<file path="config.mk">
export PLATFORM = sky130hd
export DESIGN_NAME = lhtrs_geom
export DESIGN_NICKNAME = d
export VERILOG_FILES = /design/src/hdl/lhtrs_pkg.sv /design/src/hdl/lhtrs_geom.sv
export SDC_FILE = /design/constraint.sdc
export NUM_CORES = 1
export LEC_CHECK = 0
export ABC_CLOCK_PERIOD_IN_PS = 8500
export BUFFER_PORTS_ARGS = -buffer_cell sky130_fd_sc_hd__buf_2
export CAP_MARGIN = 20
export CORE_MARGIN = 10
export CORE_UTILIZATION = 55
export DETAILED_ROUTE_END_ITERATION = 7
export MAX_ROUTING_LAYER = met4
export PLACE_DENSITY = 0.89
export SLEW_MARGIN = 25
export SYNTH_ARGS = -nofsm -noshare
export SYNTH_HDL_FRONTEND = slang
export SYNTH_SLANG_ARGS = --single-unit
</file>
<file path="constraint.sdc">
create_clock -name vclk -period 8.5
set_clock_uncertainty 0.1 [all_clocks]
set_input_delay 0.85 -clock vclk [all_inputs]
set_output_delay 0.85 -clock vclk [all_outputs]
set_load 0.005 [all_outputs]
</file>
<file path="src/hdl/lhtrs_pkg.sv">
// ----------------------------------------------------------------------------
// lhtrs_pkg
// Shared constants, codes and types of the line hit-test range search block.
// ----------------------------------------------------------------------------
package lhtrs_pkg;

    localparam int MAX_CHARS  = 256;
    localparam int MAX_WORDS  = 64;
    localparam int COORD_BITS = 24;

    localparam int CHAR_AW = $clog2(MAX_CHARS);
    localparam int CHAR_CW = $clog2(MAX_CHARS + 1);
    localparam int WORD_AW = $clog2(MAX_WORDS);
    localparam int WORD_CW = $clog2(MAX_WORDS + 1);
    localparam int SRCH_W  = (CHAR_CW > WORD_CW) ? CHAR_CW : WORD_CW;
    localparam int SUM_W   = COORD_BITS + 1;

    localparam int MODE_W    = 3;
    localparam int FIRST_W   = 8;
    localparam int HIT_W     = 9;
    localparam int CFG_IDX_W = 2;

    localparam int IN_TDATA_W = ((4 * COORD_BITS + 7) / 8) * 8;

    localparam int FOUND_LSB    = 0;
    localparam int FIRST_LSB    = FOUND_LSB + 1;
    localparam int HIT_LSB      = FIRST_LSB + FIRST_W;
    localparam int STATUS_LSB   = HIT_LSB + HIT_W;
    localparam int OUT_FIELDS_W = STATUS_LSB + 1;
    localparam int OUT_TDATA_W  = ((OUT_FIELDS_W + 7) / 8) * 8;

    localparam logic [MODE_W-1:0] MODE_LOAD_CHAR = 3'd0;
    localparam logic [MODE_W-1:0] MODE_LOAD_WORD = 3'd1;
    localparam logic [MODE_W-1:0] MODE_CLEAR     = 3'd2;
    localparam logic [MODE_W-1:0] MODE_REGION    = 3'd3;
    localparam logic [MODE_W-1:0] MODE_POINT     = 3'd4;

    localparam logic [CFG_IDX_W-1:0] CFG_LINE_LEFT   = 2'd0;
    localparam logic [CFG_IDX_W-1:0] CFG_LINE_RIGHT  = 2'd1;
    localparam logic [CFG_IDX_W-1:0] CFG_LINE_TOP    = 2'd2;
    localparam logic [CFG_IDX_W-1:0] CFG_LINE_BOTTOM = 2'd3;

    typedef logic signed [COORD_BITS-1:0] coord_t;
    typedef logic signed [SUM_W-1:0]      sum_t;

    typedef struct packed {
        logic overlap;
        logic holds;
    } geom_flags_t;

    typedef enum logic [3:0] {
        S_IDLE,
        S_DECODE,
        S_OVERLAP,
        S_S1_RD,
        S_S1_CMP,
        S_FIRST_RD,
        S_FIRST_CHK,
        S_S2_RD,
        S_S2_CMP,
        S_LAST_RD,
        S_LAST_CHK,
        S_WORD_RD,
        S_WORD_CMP,
        S_WCHK_RD,
        S_WCHK,
        S_DONE
    } state_t;

endpackage

</file>
<file path="src/hdl/lhtrs_geom.sv">
// ----------------------------------------------------------------------------
// lhtrs_geom
// Rectangle overlap and point containment against the line rectangle.
// ----------------------------------------------------------------------------
module lhtrs_geom import lhtrs_pkg::*; (
    input  coord_t      line_left,
    input  coord_t      line_right,
    input  coord_t      line_top,
    input  coord_t      line_bottom,
    input  coord_t      q_left,
    input  coord_t      q_right,
    input  coord_t      q_top,
    input  coord_t      q_bottom,
    output geom_flags_t flags
);

    coord_t l1, r1, t1, b1;
    coord_t l2, r2, t2, b2;
    logic   line_ok;
    logic   q_ok;

    always_comb begin
        l1 = (line_left < line_right) ? line_left : line_right;
        r1 = (line_left < line_right) ? line_right : line_left;
        t1 = (line_top < line_bottom) ? line_top : line_bottom;
        b1 = (line_top < line_bottom) ? line_bottom : line_top;
        l2 = (q_left < q_right) ? q_left : q_right;
        r2 = (q_left < q_right) ? q_right : q_left;
        t2 = (q_top < q_bottom) ? q_top : q_bottom;
        b2 = (q_top < q_bottom) ? q_bottom : q_top;

        line_ok = (l1 != r1) && (t1 != b1);
        q_ok    = (l2 != r2) && (t2 != b2);

        flags.overlap = line_ok && q_ok && (l1 < r2) && (l2 < r1) && (t1 < b2) && (t2 < b1);
        flags.holds   = line_ok && (q_left >= l1) && (q_left <= r1)
                        && (q_top >= t1) && (q_top <= b1);
    end

endmodule

</file>
==> results of run 1 <==
[Yosys cell counts, drive strengths merged, types with 3 or more instances]
cell	instances
and3	3
o21ai	67
nor2	97
o41ai	3
xor2	4
mux2i	76
o21bai	5
and4	4
nor2b	16
nand2	69
buf	10
a221oi	4
nand2b	9
a211o	3
mux2	26
a31oi	8
nand3	19
ha	280
nor4	3
a211oi	12
inv	149
nor3	12
or3	4
a21o	91
a41oi	3
a21oi	109
o211ai	7
o21a	12
o221ai	3
clkbuf	21
nand4	50
[worst paths after layout]
kind | from | end | slack, ns | depth (start not counted)
worst max-delay path | line_bottom[23] | flags[1] | 0.91 | 22
worst min-delay path | line_left[10] | flags[1] | 2.18 | 5
[kinds of logic (layout without fill, tap and decap cells)]
logic type / after synthesis / after routing / synth area share
fa+ha+maj: 281 / 281 / 0.391
compound gates: 343 / 343 / 0.246
mux: 102 / 102 / 0.119
xor+xnor: 6 / 6 / 0.00668
buf+inv: 180 / 349 / 0.0764
simple gates: 299 / 299 / 0.162
[metrics by stage]
stage	total power [mW]	area [um^2]	util
3_5_place_dp	1.03	10200	0.640
6_report	1.05	10200	0.640
4_1_cts	1.03	10200	0.640
5_1_grt	1.18	10200	0.640
3_3_place_gp	0.984	10200	0.640
2_1_floorplan	0.735	8990	-
[where the power goes]
part	switching [mW]	internal [mW]
clock network	0	0
registers	0	0
logic	0.591	0.457
total	0.591	0.457
[final cells by class]
cell class | count | share of cell area
inverters | 149 | 0.0548
multi-input cells | 1031 | 0.818
repair buffers | 200 | 0.101
well taps | 216 | 0.0265
[per-layer routing]
metal  part of all wire  track usage
met5                  0            -
met2               0.46        0.441
met4              0.039       0.0857
met1               0.43        0.312
met3              0.072       0.0241
==> flow_metrics.py, run 1 <==
metrics = {
    "logic_synthesis": {
        "yosys_warnings": 0,
        "synth_area_leaders": "ha_1 (39%), mux2i_1 (8.4%), a21o_1 (7.6%)",
        "synth_fp_nets": 1683,
        "seq_area_frac_synth": 0,
        "netlist_instances": 1211,
        "syn_area_per_cell_um2": 7.42,
        "yosys.area.top_type_share": 0.390,
        "ys_types": 65,
        "yosysTopAreaCell": "ha_1",
        "synthesis.area_mm2": 0.00899,
    },
    "routing": {
        "wl_per_cell_um": 18.1,
        "drt-initial-drc-count": 579,
        "num_vias": 9704,
        "detail-route-antenna-nets": 0,
        "drt-total-wl_mm": 28.9,
        "viasPerCell": 6.08,
        "drc_errors": 0,
        "drtPass1Iterations": 7,
    },
    "final_layout": {
        "final_common_cell": "ha_1",
        "final_cell_mix": "ha_1 (280), buf_2 (194), inv_1 (149)",
        "final_nets": 1854,
        "fillers": 1412,
        "fin_cells": 1596,
        "num_antenna_cells": 0,
        "flops_and_latches": 0,
        "area_delta_synth_final_pct": 13.5,
        "multiInputGateArea_mm2": 0.00835,
        "regArea_um2": 0,
        "drive_gt1_frac": 0.176,
        "nClkBuffers": 0,
    },
    "critical_path": {
        "worstPathRequired_ns": 7.55,
        "critPathArrivalTime_ns": 6.64,
        "max_stage_delay_ns": 0.58,
        "worstSetupPathType": "in2out",
        "slowest_stage": "xor2_4",
        "crit_buf_inv": 4,
        "crit_family": "compound AO/OA/AOI/OAI gates",
        "worstPathMaxFanout": 50,
        "path_cells": "buf_2, inv_1, ha_1, nand4_1, nor3_1, o21ai_0, o21ai_0, xor2_4, buf_12, nor2_1, a21o_1, ha_1, a21o_1, a21o_1, a21oi_1, o21ai_0, a21oi_1, o21ai_0, xnor2_1, or4_1, a311oi_1, buf_2",
        "start_kind": "input port",
        "end_kind": "output port",
        "crit_top_cell": "o21ai_0",
    },
    "placed_design": {
        "placed_cells_incl_taps": 1596,
        "gp_congestion": 0.996,
        "place_ws_ns": 1.02,
        "dpl.hpwl_mm": 25.9,
        "port_buffers": 194,
    },
    "die": {
        "start_util": 0.564,
        "boundaryPins": 194,
        "core.rowCount": 46,
        "die_h_um": 148,
        "die-area_mm2": 0.0219,
        "die_x_um": 148,
        "core_area_mm2": 0.0159,
    },
    "timing": {
        "maxSlewHeadroom": 0.409,
        "timing.fmax_mhz": 132,
        "finalHoldViolations": 0,
        "worstMarginPinSlew_ns": 0.879,
        "timing.hold.ws_ns": 2.18,
        "fin_crit_ns": 7.59,
        "period_share": 0.893,
        "rsz0062_at_grt": "no",
        "finalSetupTns_ns": 0,
        "slew_viol_final": 0,
        "finalSetupViolCount": 0,
        "worst_slack_ns": 0.910,
    },
    "pwr": {
        "vdd_drop_max_mv": 0.0870,
        "power.leakage_nw": 5.91,
        "power_density_mw_per_mm2": 103,
    },
    "global_route": {
        "grt_first_pass_wirelength_mm": 46.9,
        "grt_pass1_vias": 9844,
        "overflow": 0,
        "antenna_found_initial": 0,
        "grt_use_total": 0.258,
        "grt_max_degree": 51,
    },
    "job": {
        "drv_cap": 0,
    },
    "clock_network": {
        "cts_hold_buffers": 0,
        "ctsResizeCount": 0,
        "cts_setup_buffers": 0,
    },
    "worst_hold_path": {
        "min_path_type": "in2out",
    },
    "status": {
        "status": "complete, no violations",
    },
}
No activity file was read; power rests on OpenSTA's default activity.
==> run 2: changes to the inputs <==
--- a/config.mk
+++ b/config.mk
@@ -5,7 +5,7 @@
 export SDC_FILE = /design/constraint.sdc
 export NUM_CORES = 1
 export LEC_CHECK = 0
-export ABC_CLOCK_PERIOD_IN_PS = 8500
+export ABC_CLOCK_PERIOD_IN_PS = 8200
 export BUFFER_PORTS_ARGS = -buffer_cell sky130_fd_sc_hd__buf_2
 export CAP_MARGIN = 20
 export CORE_MARGIN = 10
==> constraint.sdc (replaced) <==
create_clock -name vclk -period 8.2
set_clock_uncertainty 0.1 [all_clocks]
set_input_delay 0.82 -clock vclk [all_inputs]
set_output_delay 0.82 -clock vclk [all_outputs]
set_load 0.005 [all_outputs]
==> run 2 against run 1 <==
  * Cell area up 0.67%
  * Sequential share of layout area unchanged
  * Combinational power up 6%
  * Non-clock buffer count up 4
  * Count of clock-buffer cells in the layout unchanged
  * Worst setup slack better by 0.054 ns
  * Global-route usage up 0.32 points
  * Wire length up 1.8%
  * Via count down 0.59%
  * Critical path type unchanged
  * First-iteration DRC count up 10%
  * Worst hold slack worse by 0.073 ns
  * Largest power group unchanged
  * Critical path depth down 2
==> flow_metrics.py, run 2 (same netlist as run 1, synthesis figures left out) <==
metrics = {
    "routing": {
        "drtPass1Iterations": 5,
        "wl_per_cell_um": 18.4,
        "num_vias": 9647,
        "drt-total-wl_mm": 29.5,
        "drc_errors": 0,
        "drt-initial-drc-count": 638,
        "viasPerCell": 6.02,
        "detail-route-antenna-nets": 0,
    },
    "global_route": {
        "grt_max_degree": 59,
        "antenna_found_initial": 0,
        "grt_use_total": 0.261,
        "grt_first_pass_wirelength_mm": 47.4,
        "grt_pass1_vias": 10100,
        "overflow": 0,
    },
    "timing": {
        "finalSetupViolCount": 0,
        "slew_viol_final": 0,
        "fin_crit_ns": 7.24,
        "timing.fmax_mhz": 138,
        "worstMarginPinSlew_ns": 0.877,
        "finalSetupTns_ns": 0,
        "period_share": 0.882,
        "finalHoldViolations": 0,
        "rsz0062_at_grt": "no",
        "maxSlewHeadroom": 0.412,
    },
    "critical_path": {
        "worstSetupPathType": "in2out",
        "cp-startpoint": "q_left[23]",
        "critPathArrivalTime_ns": 6.32,
        "worstPathRequired_ns": 7.28,
        "end_kind": "output port",
        "max_stage_delay_ns": 0.57,
        "start_kind": "input port",
        "path_cells": "buf_2, ha_1, and4_1, nand4_1, o311ai_2, xor2_4, buf_4, o21ai_0, ha_1, nand4_1, nor2_1, inv_1, o221ai_1, a41oi_1, nor2_1, mux2i_1, a211o_1, or4_1, a311oi_1, buf_2",
        "worstPathMaxFanout": 26,
        "slowest_stage": "o311ai_2",
        "crit_buf_inv": 4,
        "crit_family": "compound AO/OA/AOI/OAI gates",
    },
    "final_layout": {
        "postLayoutCoreUtil": 0.644,
        "fillers": 1410,
        "flops_and_latches": 0,
        "drive_gt1_frac": 0.179,
        "area_delta_synth_final_pct": 14.3,
        "final_nets": 1858,
        "final_cell_mix": "ha_1 (280), buf_2 (194), inv_1 (149)",
        "nClkBuffers": 0,
        "final_common_cell": "ha_1",
        "fin_cells": 1602,
        "regArea_um2": 0,
    },
    "die": {
        "die-area_mm2": 0.0219,
        "boundaryPins": 194,
        "core.rowCount": 46,
        "die_h_um": 148,
        "start_util": 0.564,
        "core_area_mm2": 0.0159,
        "die_x_um": 148,
    },
    "job": {
        "drv_cap": 0,
    },
    "clock_network": {
        "cts_hold_buffers": 0,
        "ctsResizeCount": 0,
        "cts_setup_buffers": 0,
    },
    "pwr": {
        "power_density_mw_per_mm2": 108,
        "power.leakage_nw": 5.94,
        "vdd_drop_max_mv": 0.0669,
    },
    "placed_design": {
        "gp_congestion": 1.01,
        "dpl.hpwl_mm": 26.4,
        "port_buffers": 194,
        "placed_cells_incl_taps": 1599,
    },
    "worst_hold_path": {
        "min_path_type": "in2out",
        "holdCritStartpoint": "line_right[10]",
    },
    "status": {
        "status": "complete, no violations",
    },
}
run 2: cell types whose count changed in the layout (fill, tap and decap cells not counted):
cell / delta
buf_16: +1
nor4_1: -1
o22a_2: -1
buf_4: +3
o22a_4: +1
nor4_2: +1
diode_2: +2
run 2: worst paths after layout:
check	depth (start not counted)	slack, ns	end
setup / recovery	20	0.96	flags[1]
hold / removal	5	2.11	flags[1]
run 2: power by group:
part	internal, mW	switching (mW)	leakage [nW]
clock network	0.0000000163	0	0.00000961
logic	0.485	0.621	5.94
registers	0	0	0
total	0.485	0.621	5.94
run 2: tightest hold or removal path, cell delays in order:
cell and delay, ns:
buf_2 0.13, mux2i_4 0.10, nand2_1 0.06, a311oi_1 0.14, buf_2 0.13
run 2: cell type report:
class                      instances  area, um^2  area share
multi-input combinational       1031        8360       0.814
timing repair buffer             204        1080       0.105
tap                              216         270      0.0263
inverter                         149         559      0.0544
antenna                            2        5.00    0.000487
run 2: through the flow:
| stage | hold slack [ns] | worst slack, ns | cell area, um^2 | total power, mW |
|---|---|---|---|---|
| after global placement | 2.07 | 0.800 | 10200 | 1.03 |
| after floorplan | 1.74 | 1.52 | 8990 | 0.761 |
| final | 2.11 | 0.964 | 10300 | 1.11 |
| after global routing | 2.12 | 0.617 | 10300 | 1.24 |
| after detailed placement | 2.09 | 0.734 | 10200 | 1.08 |
| after CTS | 2.09 | 0.710 | 10200 | 1.08 |
run 2: routing by layer:
layer  vias to the layer above  share of wire  track usage
met4                         0          0.036       0.0857
met2                       369           0.47        0.458
met5                         -              0            -
li1                       4803              -            -
met1                      4393           0.43        0.307
met3                        82          0.065       0.0247
==> run 3: changes to the inputs <==
--- a/config.mk
+++ b/config.mk
@@ -5,11 +5,11 @@
 export SDC_FILE = /design/constraint.sdc
 export NUM_CORES = 1
 export LEC_CHECK = 0
-export ABC_CLOCK_PERIOD_IN_PS = 8200
+export ABC_CLOCK_PERIOD_IN_PS = 6500
 export BUFFER_PORTS_ARGS = -buffer_cell sky130_fd_sc_hd__buf_2
 export CAP_MARGIN = 20
 export CORE_MARGIN = 10
-export CORE_UTILIZATION = 55
+export CORE_UTILIZATION = 53
 export DETAILED_ROUTE_END_ITERATION = 7
 export MAX_ROUTING_LAYER = met4
 export PLACE_DENSITY = 0.89
==> constraint.sdc (replaced) <==
create_clock -name vclk -period 6.5
set_clock_uncertainty 0.1 [all_clocks]
set_input_delay 0.65 -clock vclk [all_inputs]
set_output_delay 0.65 -clock vclk [all_outputs]
set_load 0.005 [all_outputs]
==> run 3 against run 2 <==
  * Combinational power rose by 32%
  * Final cell count grew 3.2%
  * Via count grew 3.1%
  * Wire length grew 3.4%
  * Largest power group unchanged
  * Flip-flop and latch count unchanged
  * Count of clock-buffer cells in the layout did not move
  * First-iteration DRC count increased by 9.7%
  * Critical path depth rose by 2
  * Sequential share of layout area is the same
  * Critical endpoint unchanged
  * Worst setup slack worse by 0.83 ns
  * Worst hold slack lost 0.37 ns
  * Utilization rose by 0.12 points
==> flow_metrics.py, run 3 (same netlist as run 1, synthesis figures left out) <==
metrics = {
    "die": {
        "boundaryPins": 194,
        "die_h_um": 150,
        "start_util": 0.542,
        "die_x_um": 150,
        "die-area_mm2": 0.0226,
        "core_area_mm2": 0.0166,
        "core.rowCount": 47,
    },
    "global_route": {
        "grt_pass1_vias": 9854,
        "grt_use_total": 0.262,
        "antenna_found_initial": 0,
        "grt_max_degree": 32,
        "overflow": 0,
        "grt_first_pass_wirelength_mm": 47.9,
    },
    "final_layout": {
        "final_nets": 1906,
        "area_delta_synth_final_pct": 19.1,
        "multiInputGateArea_mm2": 0.00843,
        "fin_cells": 1653,
        "final_cell_mix": "ha_1 (278), buf_2 (194), inv_1 (149)",
        "nClkBuffers": 0,
        "postLayoutCoreUtil": 0.646,
        "flops_and_latches": 0,
        "fillers": 1368,
        "regArea_um2": 0,
        "final_common_cell": "ha_1",
        "drive_gt1_frac": 0.212,
    },
    "routing": {
        "wl_per_cell_um": 18.4,
        "viasPerCell": 6.02,
        "drtPass1Iterations": 5,
        "drt-total-wl_mm": 30.5,
        "num_vias": 9945,
        "detail-route-antenna-nets": 0,
        "drc_errors": 0,
        "drt-initial-drc-count": 700,
    },
    "critical_path": {
        "worstPathMaxFanout": 12,
        "slowest_stage": "or4_1",
        "worstPathRequired_ns": 5.75,
        "worstSetupPathType": "in2out",
        "start_kind": "input port",
        "end_kind": "output port",
        "critPathArrivalTime_ns": 5.62,
        "max_stage_delay_ns": 0.55,
        "path_cells": "buf_2, inv_1, ha_1, a21oi_1, o21ai_0, a211o_1, a211oi_4, buf_12, buf_4, mux2i_4, ha_1, a21o_1, a21o_1, a21oi_2, o221ai_1, a41oi_1, nor2_1, mux2i_1, a211o_1, or4_1, a311oi_2, buf_2",
    },
    "placed_design": {
        "gp_congestion": 1.01,
        "dpl.hpwl_mm": 27.4,
        "place_ws_ns": -0.0208,
        "placed_cells_incl_taps": 1651,
        "port_buffers": 194,
    },
    "timing": {
        "finalHoldViolations": 0,
        "rsz0062_at_grt": "yes",
        "timing.fmax_mhz": 157,
        "fin_crit_ns": 6.37,
        "worst_slack_ns": 0.130,
        "worstMarginPinSlew_ns": 0.590,
        "finalSetupViolCount": 0,
        "finalSetupTns_ns": 0,
        "maxSlewHeadroom": 0.603,
        "period_share": 0.980,
        "slew_viol_final": 0,
    },
    "pwr": {
        "power_density_mw_per_mm2": 138,
        "power.leakage_nw": 6.18,
        "vdd_drop_max_mv": 0.0829,
    },
    "job": {
        "drv_cap": 0,
    },
    "worst_hold_path": {
        "hold_depth": 5,
        "min_path_type": "in2out",
    },
    "status": {
        "status": "complete, no violations",
    },
    "clock_network": {
        "cts_hold_buffers": 0,
    },
}
[run 3: report_power, final]
part	internal, mW	switching [mW]	leakage [nW]	total, mW
Sequential	0	0	0	0
Clock	0.0000000207	0	0.00000634	0.0000000207
Combinational	0.665	0.808	6.18	1.47
[run 3: what timing repair did]
action / CTS / global route
pin swaps: 0 / 5
setup endpoints to repair: 1 / 2
gates resized for setup: 1 / 11
setup buffers: 0 / 1
[run 3: layout make-up]
class | instances | area share
inverters | 149 | 0.0522
multi-input cells | 1031 | 0.787
repair buffers | 252 | 0.135
well taps | 220 | 0.0257
diodes | 1 | 0.000234
[run 3: worst paths after layout]
kind	startpoint	end	slack [ns]
min	line_right[10]	flags[1]	1.73
max	line_right[17]	flags[1]	0.13
[run 3: metrics by stage]
stage	instance area [um^2]	hold slack, ns	power [mW]
2_1_floorplan	8990	1.40	0.961
3_3_place_gp	10600	1.72	1.37
3_5_place_dp	10600	1.72	1.43
4_1_cts	10600	1.73	1.44
5_1_grt	10700	1.76	1.64
6_report	10700	1.73	1.47
[run 3: critical path: cells and delay by family]
family / cells / cell delay (ns)
and+or+nand+nor: 2 / 0.67
muxes: 2 / 0.39
AOI/OAI and AO/OA: 11 / 2.61
adders and majority gates: 2 / 0.56
buffers and inverters: 5 / 0.72
[run 3: per-layer routing]
| metal | routed length (um) | GRT usage | share of wire | vias up |
|---|---|---|---|---|
| met3 | 2060 | 0.0210 | 0.068 | 93 |
| met4 | 1430 | 0.104 | 0.047 | 0 |
| met1 | 12600 | 0.309 | 0.41 | 4526 |
| met5 | 0 | - | 0 | - |
| met2 | 14400 | 0.453 | 0.47 | 416 |
| li1 | - | - | - | 4910 |
